==> config.mk <==
export PLATFORM = sky130hd
export DESIGN_NAME = datagram_length_pattern_checker_top
export DESIGN_NICKNAME = d
export VERILOG_FILES = /design/src/design/dlpc_pkg.sv /design/src/design/dlpc_in_stage.sv /design/src/design/dlpc_core.sv /design/src/design/dlpc_out_stage.sv /design/src/design/datagram_length_pattern_checker_top.sv
export SDC_FILE = /design/constraint.sdc
export NUM_CORES = 1
export LEC_CHECK = 0
export BUFFER_PORTS_ARGS = -buffer_cell sky130_fd_sc_hd__buf_2
export CORE_MARGIN = 2
export CORE_UTILIZATION = 60
export CTS_CLUSTER_DIAMETER = 100
export DETAILED_ROUTE_END_ITERATION = 12
export PLACE_DENSITY = 0.81
export RECOVER_POWER = 25
export SLEW_MARGIN = 20
export SYNTH_ARGS = -nofsm -noshare
export SYNTH_HDL_FRONTEND = slang
export SYNTH_SLANG_ARGS = --single-unit
==> constraint.sdc <==
create_clock -name clk -period 5.3 [get_ports clk]
set_input_delay 1.325 -clock clk [delete_from_list [all_inputs] [get_ports clk]]
set_output_delay 1.325 -clock clk [all_outputs]
set_load 0.03 [all_outputs]
==> src/design/dlpc_pkg.sv <==
// Shared types, constants and the letter pattern for the datagram length and pattern checker.
// Depends on nothing; every other design file refers to it by scoped names.
`default_nettype none
package dlpc_pkg;

  localparam int unsigned PatternLen = 24;
  localparam int unsigned IndexWidth = 5;
  localparam logic [15:0] HdrBytes = 16'd2;
  localparam logic [15:0] CountMax = 16'hFFFF;

  typedef enum logic [2:0] {
    ST_OK     = 3'd0,
    ST_SHORT  = 3'd1,
    ST_BUFFER = 3'd2,
    ST_LENGTH = 3'd3,
    ST_FORMAT = 3'd4
  } status_t;

  typedef struct packed {
    logic       valid;
    logic [7:0] data_byte;
    logic       byte_present;
    logic       last_byte;
  } item_t;

  typedef struct packed {
    status_t     status;
    logic [15:0] decl_length;
    logic [15:0] payload_length;
  } result_t;

  function automatic logic [7:0] pattern_letter(input logic [IndexWidth-1:0] idx);
    logic [7:0] letter;
    case (idx)
      5'd0:    letter = 8'h41;
      5'd1:    letter = 8'h42;
      5'd2:    letter = 8'h43;
      5'd3:    letter = 8'h44;
      5'd4:    letter = 8'h45;
      5'd5:    letter = 8'h46;
      5'd6:    letter = 8'h47;
      5'd7:    letter = 8'h48;
      5'd8:    letter = 8'h49;
      5'd9:    letter = 8'h4A;
      5'd10:   letter = 8'h4B;
      5'd11:   letter = 8'h4C;
      5'd12:   letter = 8'h4D;
      5'd13:   letter = 8'h4E;
      5'd14:   letter = 8'h4F;
      5'd15:   letter = 8'h50;
      5'd16:   letter = 8'h52;
      5'd17:   letter = 8'h53;
      5'd18:   letter = 8'h54;
      5'd19:   letter = 8'h55;
      5'd20:   letter = 8'h57;
      5'd21:   letter = 8'h58;
      5'd22:   letter = 8'h59;
      5'd23:   letter = 8'h5A;
      default: letter = 8'h41;
    endcase
    return letter;
  endfunction

endpackage
`default_nettype wire

==> src/design/dlpc_in_stage.sv <==
// Input register of the checker: holds one accepted word until the core consumes it.
// Depends on dlpc_pkg for the item type.
`default_nettype none
module dlpc_in_stage (
  input  wire logic          clk,
  input  wire logic          rst,
  input  wire logic          in_valid,
  output logic               in_ready,
  input  wire logic [7:0]    data_byte,
  input  wire logic          byte_present,
  input  wire logic          last_byte,
  input  wire logic          advance,
  output dlpc_pkg::item_t    item
);

  logic       held;
  logic [7:0] data_q;
  logic       present_q;
  logic       last_q;

  assign in_ready = !held || advance;

  always_ff @(posedge clk) begin
    if (rst) begin
      held <= 1'b0;
    end else if (in_ready) begin
      held <= in_valid;
    end
    if (in_valid && in_ready) begin
      data_q    <= data_byte;
      present_q <= byte_present;
      last_q    <= last_byte;
    end
  end

  always_comb begin
    item.valid        = held;
    item.data_byte    = data_q;
    item.byte_present = present_q;
    item.last_byte    = last_q;
  end

endmodule
`default_nettype wire

==> src/design/dlpc_core.sv <==
// Datagram state and status evaluation: counts bytes, collects the length header,
// checks payload bytes against the pattern and forms the status on the last word.
// Depends on dlpc_pkg for types, constants and the pattern table.
`default_nettype none
module dlpc_core (
  input  wire logic             clk,
  input  wire logic             rst,
  input  wire dlpc_pkg::item_t  item,
  input  wire logic             out_free,
  input  wire logic [15:0]      buffer_size,
  output logic                  advance,
  output logic                  load,
  output dlpc_pkg::result_t     result
);

  logic [15:0]                     byte_count;
  logic [15:0]                     length_header;
  logic [dlpc_pkg::IndexWidth-1:0] pattern_index;
  logic                            mismatch_seen;

  logic [15:0]                     byte_count_next;
  logic [15:0]                     length_header_next;
  logic [dlpc_pkg::IndexWidth-1:0] pattern_index_next;
  logic                            mismatch_seen_next;
  logic [dlpc_pkg::IndexWidth-1:0] idx;
  logic [dlpc_pkg::IndexWidth-1:0] idx_inc;
  logic [15:0]                     pay;

  assign advance = item.valid && (!item.last_byte || out_free);
  assign load    = advance && item.last_byte;

  always_comb begin
    byte_count_next    = byte_count;
    length_header_next = length_header;
    pattern_index_next = pattern_index;
    mismatch_seen_next = mismatch_seen;
    idx = (pattern_index < dlpc_pkg::IndexWidth'(dlpc_pkg::PatternLen)) ?
          pattern_index : '0;
    idx_inc = idx + 1'b1;
    if (item.byte_present) begin
      if (byte_count == 16'd0) begin
        length_header_next = {item.data_byte, 8'h00};
      end else if (byte_count == 16'd1) begin
        length_header_next = {length_header[15:8], item.data_byte};
      end else begin
        if (dlpc_pkg::pattern_letter(idx) != item.data_byte) begin
          mismatch_seen_next = 1'b1;
        end
        pattern_index_next = (idx_inc >= dlpc_pkg::IndexWidth'(dlpc_pkg::PatternLen)) ?
                             '0 : idx_inc;
      end
      if (byte_count != dlpc_pkg::CountMax) begin
        byte_count_next = byte_count + 16'd1;
      end
    end
  end

  always_comb begin
    pay = byte_count_next - dlpc_pkg::HdrBytes;
    if (byte_count_next < dlpc_pkg::HdrBytes) begin
      result.status          = dlpc_pkg::ST_SHORT;
      result.decl_length     = 16'd0;
      result.payload_length  = 16'd0;
    end else begin
      result.decl_length     = length_header_next;
      result.payload_length  = pay;
      if (length_header_next > buffer_size) begin
        result.status = dlpc_pkg::ST_BUFFER;
      end else if (length_header_next < dlpc_pkg::HdrBytes ||
                   (length_header_next - dlpc_pkg::HdrBytes) != pay) begin
        result.status = dlpc_pkg::ST_LENGTH;
      end else if (mismatch_seen_next) begin
        result.status = dlpc_pkg::ST_FORMAT;
      end else begin
        result.status = dlpc_pkg::ST_OK;
      end
    end
  end

  always_ff @(posedge clk) begin
    if (rst) begin
      byte_count    <= '0;
      length_header <= '0;
      pattern_index <= '0;
      mismatch_seen <= 1'b0;
    end else if (advance) begin
      if (item.last_byte) begin
        byte_count    <= '0;
        length_header <= '0;
        pattern_index <= '0;
        mismatch_seen <= 1'b0;
      end else begin
        byte_count    <= byte_count_next;
        length_header <= length_header_next;
        pattern_index <= pattern_index_next;
        mismatch_seen <= mismatch_seen_next;
      end
    end
  end

endmodule
`default_nettype wire

==> src/design/dlpc_out_stage.sv <==
// Result register of the checker: holds one status word until the receiver takes it.
// Depends on dlpc_pkg for the result type.
`default_nettype none
module dlpc_out_stage (
  input  wire logic                 clk,
  input  wire logic                 rst,
  input  wire logic                 load,
  input  wire dlpc_pkg::result_t    result,
  output logic                      out_free,
  output logic                      out_valid,
  input  wire logic                 out_ready,
  output logic [2:0]                status,
  output logic [15:0]               decl_length,
  output logic [15:0]               payload_length
);

  dlpc_pkg::result_t held;

  assign out_free = !out_valid || out_ready;

  always_ff @(posedge clk) begin
    if (rst) begin
      out_valid <= 1'b0;
    end else if (out_free) begin
      out_valid <= load;
    end
    if (load) begin
      held <= result;
    end
  end

  assign status          = 3'(held.status);
  assign decl_length     = held.decl_length;
  assign payload_length  = held.payload_length;

endmodule
`default_nettype wire

==> src/design/datagram_length_pattern_checker_top.sv <==
// Top level of the datagram length and pattern checker.
// Instantiates dlpc_in_stage, dlpc_core and dlpc_out_stage; uses dlpc_pkg.
//
// A datagram arrives as a run of words on the input channel (in_valid/in_ready),
// one byte per word, with last_byte set on the final word. A word with
// byte_present low carries no byte; with last_byte also set it closes the
// datagram, otherwise it is ignored. The first two bytes are the big-endian
// declared length; each later byte is checked against the letter pattern.
// On the last word one status word appears on the output channel
// (out_valid/out_ready) with the declared and payload lengths.
// A final word's status is loaded from the input register into the result
// register, which raises out_valid. One word is taken every cycle unless a
// final word waits. The user must write buffer_size through
// cfg_write_en/cfg_write_data only while idle; the block does not enforce
// this. Reset empties both registers, clears the datagram state and sets
// buffer_size to 512. When the receiver stalls, the result stays held and
// non-final words keep flowing; a final word waits in the input register,
// and in_ready stays low until the result register is free again.
`default_nettype none
module datagram_length_pattern_checker_top (
  input  wire logic        clk,
  input  wire logic        rst,
  input  wire logic        in_valid,
  output logic             in_ready,
  input  wire logic [7:0]  data_byte,
  input  wire logic        byte_present,
  input  wire logic        last_byte,
  output logic             out_valid,
  input  wire logic        out_ready,
  output logic [2:0]       status,
  output logic [15:0]      decl_length,
  output logic [15:0]      payload_length,
  input  wire logic        cfg_write_en,
  input  wire logic [15:0] cfg_write_data
);

  logic [15:0]       buffer_size;
  dlpc_pkg::item_t   item;
  dlpc_pkg::result_t result;
  logic              advance;
  logic              load;
  logic              out_free;

  always_ff @(posedge clk) begin
    if (rst) begin
      buffer_size <= 16'd512;
    end else if (cfg_write_en) begin
      buffer_size <= cfg_write_data;
    end
  end

  dlpc_in_stage u_in (
    .clk          (clk),
    .rst          (rst),
    .in_valid     (in_valid),
    .in_ready     (in_ready),
    .data_byte    (data_byte),
    .byte_present (byte_present),
    .last_byte    (last_byte),
    .advance      (advance),
    .item         (item)
  );

  dlpc_core u_core (
    .clk         (clk),
    .rst         (rst),
    .item        (item),
    .out_free    (out_free),
    .buffer_size (buffer_size),
    .advance     (advance),
    .load        (load),
    .result      (result)
  );

  dlpc_out_stage u_out (
    .clk             (clk),
    .rst             (rst),
    .load            (load),
    .result          (result),
    .out_free        (out_free),
    .out_valid       (out_valid),
    .out_ready       (out_ready),
    .status          (status),
    .decl_length     (decl_length),
    .payload_length  (payload_length)
  );

endmodule
`default_nettype wire

==> results_dict.tcl <==
set metrics [dict create \
    area_growth_syn_to_layout_pct 9.08 \
    arrival_ns 5.18 \
    violations "max-capacitance violations, max-slew violations" \
    ctsHoldBuffers 0 \
    antenna_found_initial 0 \
    stdcell_count 920 \
    fmax_mhz 204 \
    place.port_buffers 67 \
    cp_max_fo 10 \
    fillers 847 \
    die_w_um 108 \
    core_area_mm2 0.0104 \
    cpMostUsedCell "or3_1" \
    cp_slowest_stage_delay_ns 0.53 \
    yosysTopAreaCell "edfxtp_1" \
    fin_nets 836 \
    power.density_mw_per_mm2 223 \
    gp_congestion 0.939 \
    cts_tree "yes" \
    grt_start_max_net_pins 55 \
    netlist_area_mm2 0.00643 \
    crit_buf_inv 1 \
    clockBufferDepth 2 \
    synthArstFlopShare 0 \
    fin_area_mm2 0.00702 \
    die_h_um 108 \
    drc 0 \
    yosysWarningCount 0 \
    status "complete, but fails checks" \
    cts_resized 0 \
    fin_skew_ns 0.0147 \
    synth_enable_flop_cells 45 \
    drt_wl_total_um 17200 \
    p_leak_nw 2.81 \
    dp_hpwl_um 12700 \
    drt-initial-drc-count 371 \
    clock-root-buffer "clkbuf_8" \
    final_common_cell "nor2_1" \
    period_share 0.926 \
    die-area_mm2 0.0116 \
    place_area_mm2 0.00685 \
    critical_path_class "reg -> reg" \
    clk_latency_ns 0.40 \
    h-tree-depth 3 \
    grt_pass1_wl_um 27700 \
    path_cells "ha_1, nand4_1, o41a_1, nand2_1, xor2_1, ha_1, inv_1, or3_1, a31oi_1, o221ai_2, nor3_1, xnor2_2, xnor2_1, or3_1, or3_1, and4bb_1" \
    antennaDiodeCount 0 \
    synth_cells 736 \
    layout_common_cells "109 x nor2_1, 59 x buf_2, 56 x dfxtp_1" \
    critPathCaptureType "flip-flop" \
    track_usage 0.311 \
    ys_types 69 \
    top_level_ports 68 \
    grt_pass1_vias 5352 \
    irDropWorstVdd_mv 0.249 \
    cpLargestDelayFamily "simple AND/OR/NAND/NOR gates" \
    avgSynthCellArea_um2 8.74 \
    tns_ns 0 \
    p_total_mw 1.56 \
    placedCellCount 904 \
    yosysSeqAreaShare 0.384 \
    slew_headroom -0.718 \
    slew_violations 55 \
    synth_seq_cells 101 \
    clk_pin_slew_ns 0.11 \
    antenna_left 0 \
    grt-ovfl-total 0 \
    wl_per_cell_um 18.7 \
    slowest_stage "dfxtp_1" \
    dr.pass1.iters 5 \
    crit_path_start_kind "flip-flop" \
    finalSetupViolCount 0 \
    synth_fp_nets 793 \
    avgViaCountPerCell 6.19 \
    synthTopCellsByArea "edfxtp_1 21%, dfxtp_1 17%, nor2_1 6.4%" \
    rsz0062_at_grt "no" \
    drive_above_1_share 0.139 \
    initial_utilization 0.620 \
    fin_crit_ns 4.91 \
    core.rowCount 37 \
    hp-class "reg -> reg" \
    drv_cap 1 \
    multi_input_area_mm2 0.00362 \
    vias 5697 \
    hold_viol 0 \
    yosys.area.top_type_share 0.210 \
    ys.flop_type "dfxtp_1" \
    seqCellArea_mm2 0.00247 \
    clock_sinks 101 \
    required_ns 5.57 \
    cts_buffers 9 \
    worst_pin_slew_ns 2.58 \
    post_cts_buffers 0 \
]
## metal layers
metal,GRT usage,vias up,wire [µm]
met5,0,-,0
met1,0.434,2661,7640
met4,0.123,0,515
met3,0.0732,45,1480
met2,0.467,263,7590
li1,-,2728,-
## where the power goes
group	internal, mW	switching (mW)
sequential	0.835	0.0207
clock	0.178	0.299
combinational	0.0882	0.143
total	1.10	0.463
## area by class of cell
cell class                 instances  area share
multi-input combinational        548       0.516
sequential                       101       0.352
timing repair buffer              78      0.0594
tap                              136      0.0242
inverter                          41      0.0219
clock buffer                       9      0.0177
clock inverter                     7     0.00838
## path summary, 6_finish.rpt
kind / to / slack [ns] / cells after the start / from
worst min register to register: buffer_size[5] / 0.50 / 2 / buffer_size[5]
worst min-delay path: buffer_size[5] / 0.50 / 2 / buffer_size[5]
worst max register to register: u_out.status[2] / 0.39 / 16 / u_core.byte_count[0]
worst max-delay path: u_out.status[2] / 0.39 / 16 / u_core.byte_count[0]
## cell families after synthesis
| group | after synthesis | synth area share |
|---|---|---|
| flip-flops | 101 | 0.384 |
| AO/OA/AOI/OAI | 152 | 0.158 |
| buffers and inverters | 87 | 0.0543 |
| AND/OR/NAND/NOR | 286 | 0.230 |
| multiplexers | 29 | 0.0457 |
| adder cells (fa/ha/maj) | 26 | 0.0506 |
| XOR/XNOR | 55 | 0.0772 |
## synthesized netlist by cell type, types with 3 or more instances
cell	number
o21a_1	7
o21ai_0	33
nand3_1	23
a21o_1	5
xor2_1	18
edfxtp_1	45
a31oi_1	7
nor4_1	10
buf_2	15
a21oi_1	35
clkbuf_1	30
nand4_1	10
o22ai_1	3
o31ai_1	3
a211oi_1	5
nor4b_1	6
o31a_1	3
nand2_1	35
dfxtp_1	56
nor3_1	22
nor2b_1	14
or3_1	12
a22oi_1	30
and4_1	6
mux2_2	3
ha_1	26
nor2_1	110
inv_1	41
xnor2_1	35
mux2i_1	26
and3_1	10
and2_1	5
## worst register-to-register path: cells and delay by family (launching register included)
kind | cells | cell delay [ns]
flops | 1 | 0.53
buf+inv | 1 | 0.08
xor+xnor | 3 | 0.47
compound gates | 3 | 1.05
simple gates | 7 | 1.94
fa+ha+maj | 2 | 0.69
## state kept, by name, indices dropped and copies added (netlist names)
signal                cells
u_out.status              3
u_in.data_q               8
u_out.decl_length        16
u_in.held                 1
u_core.mismatch_seen      1
u_core.pattern_index      5
u_out.payload_length     16
buffer_size              16
u_in.present_q            1
u_core.length_header     16
u_out.out_valid           1
u_in.last_q               1
u_core.byte_count        16
## through the flow
step           setup WS [ns]  hold slack (ns)  utilization
2_1_floorplan           1.21            0.455            -
3_5_place_dp           0.514            0.483        0.660
3_3_place_gp           0.743            0.478        0.660
4_1_cts                0.473            0.507        0.678
5_1_grt               0.0903            0.535        0.677
6_report               0.393            0.503        0.677
Note: power is estimated with default switching activity, not from simulation.
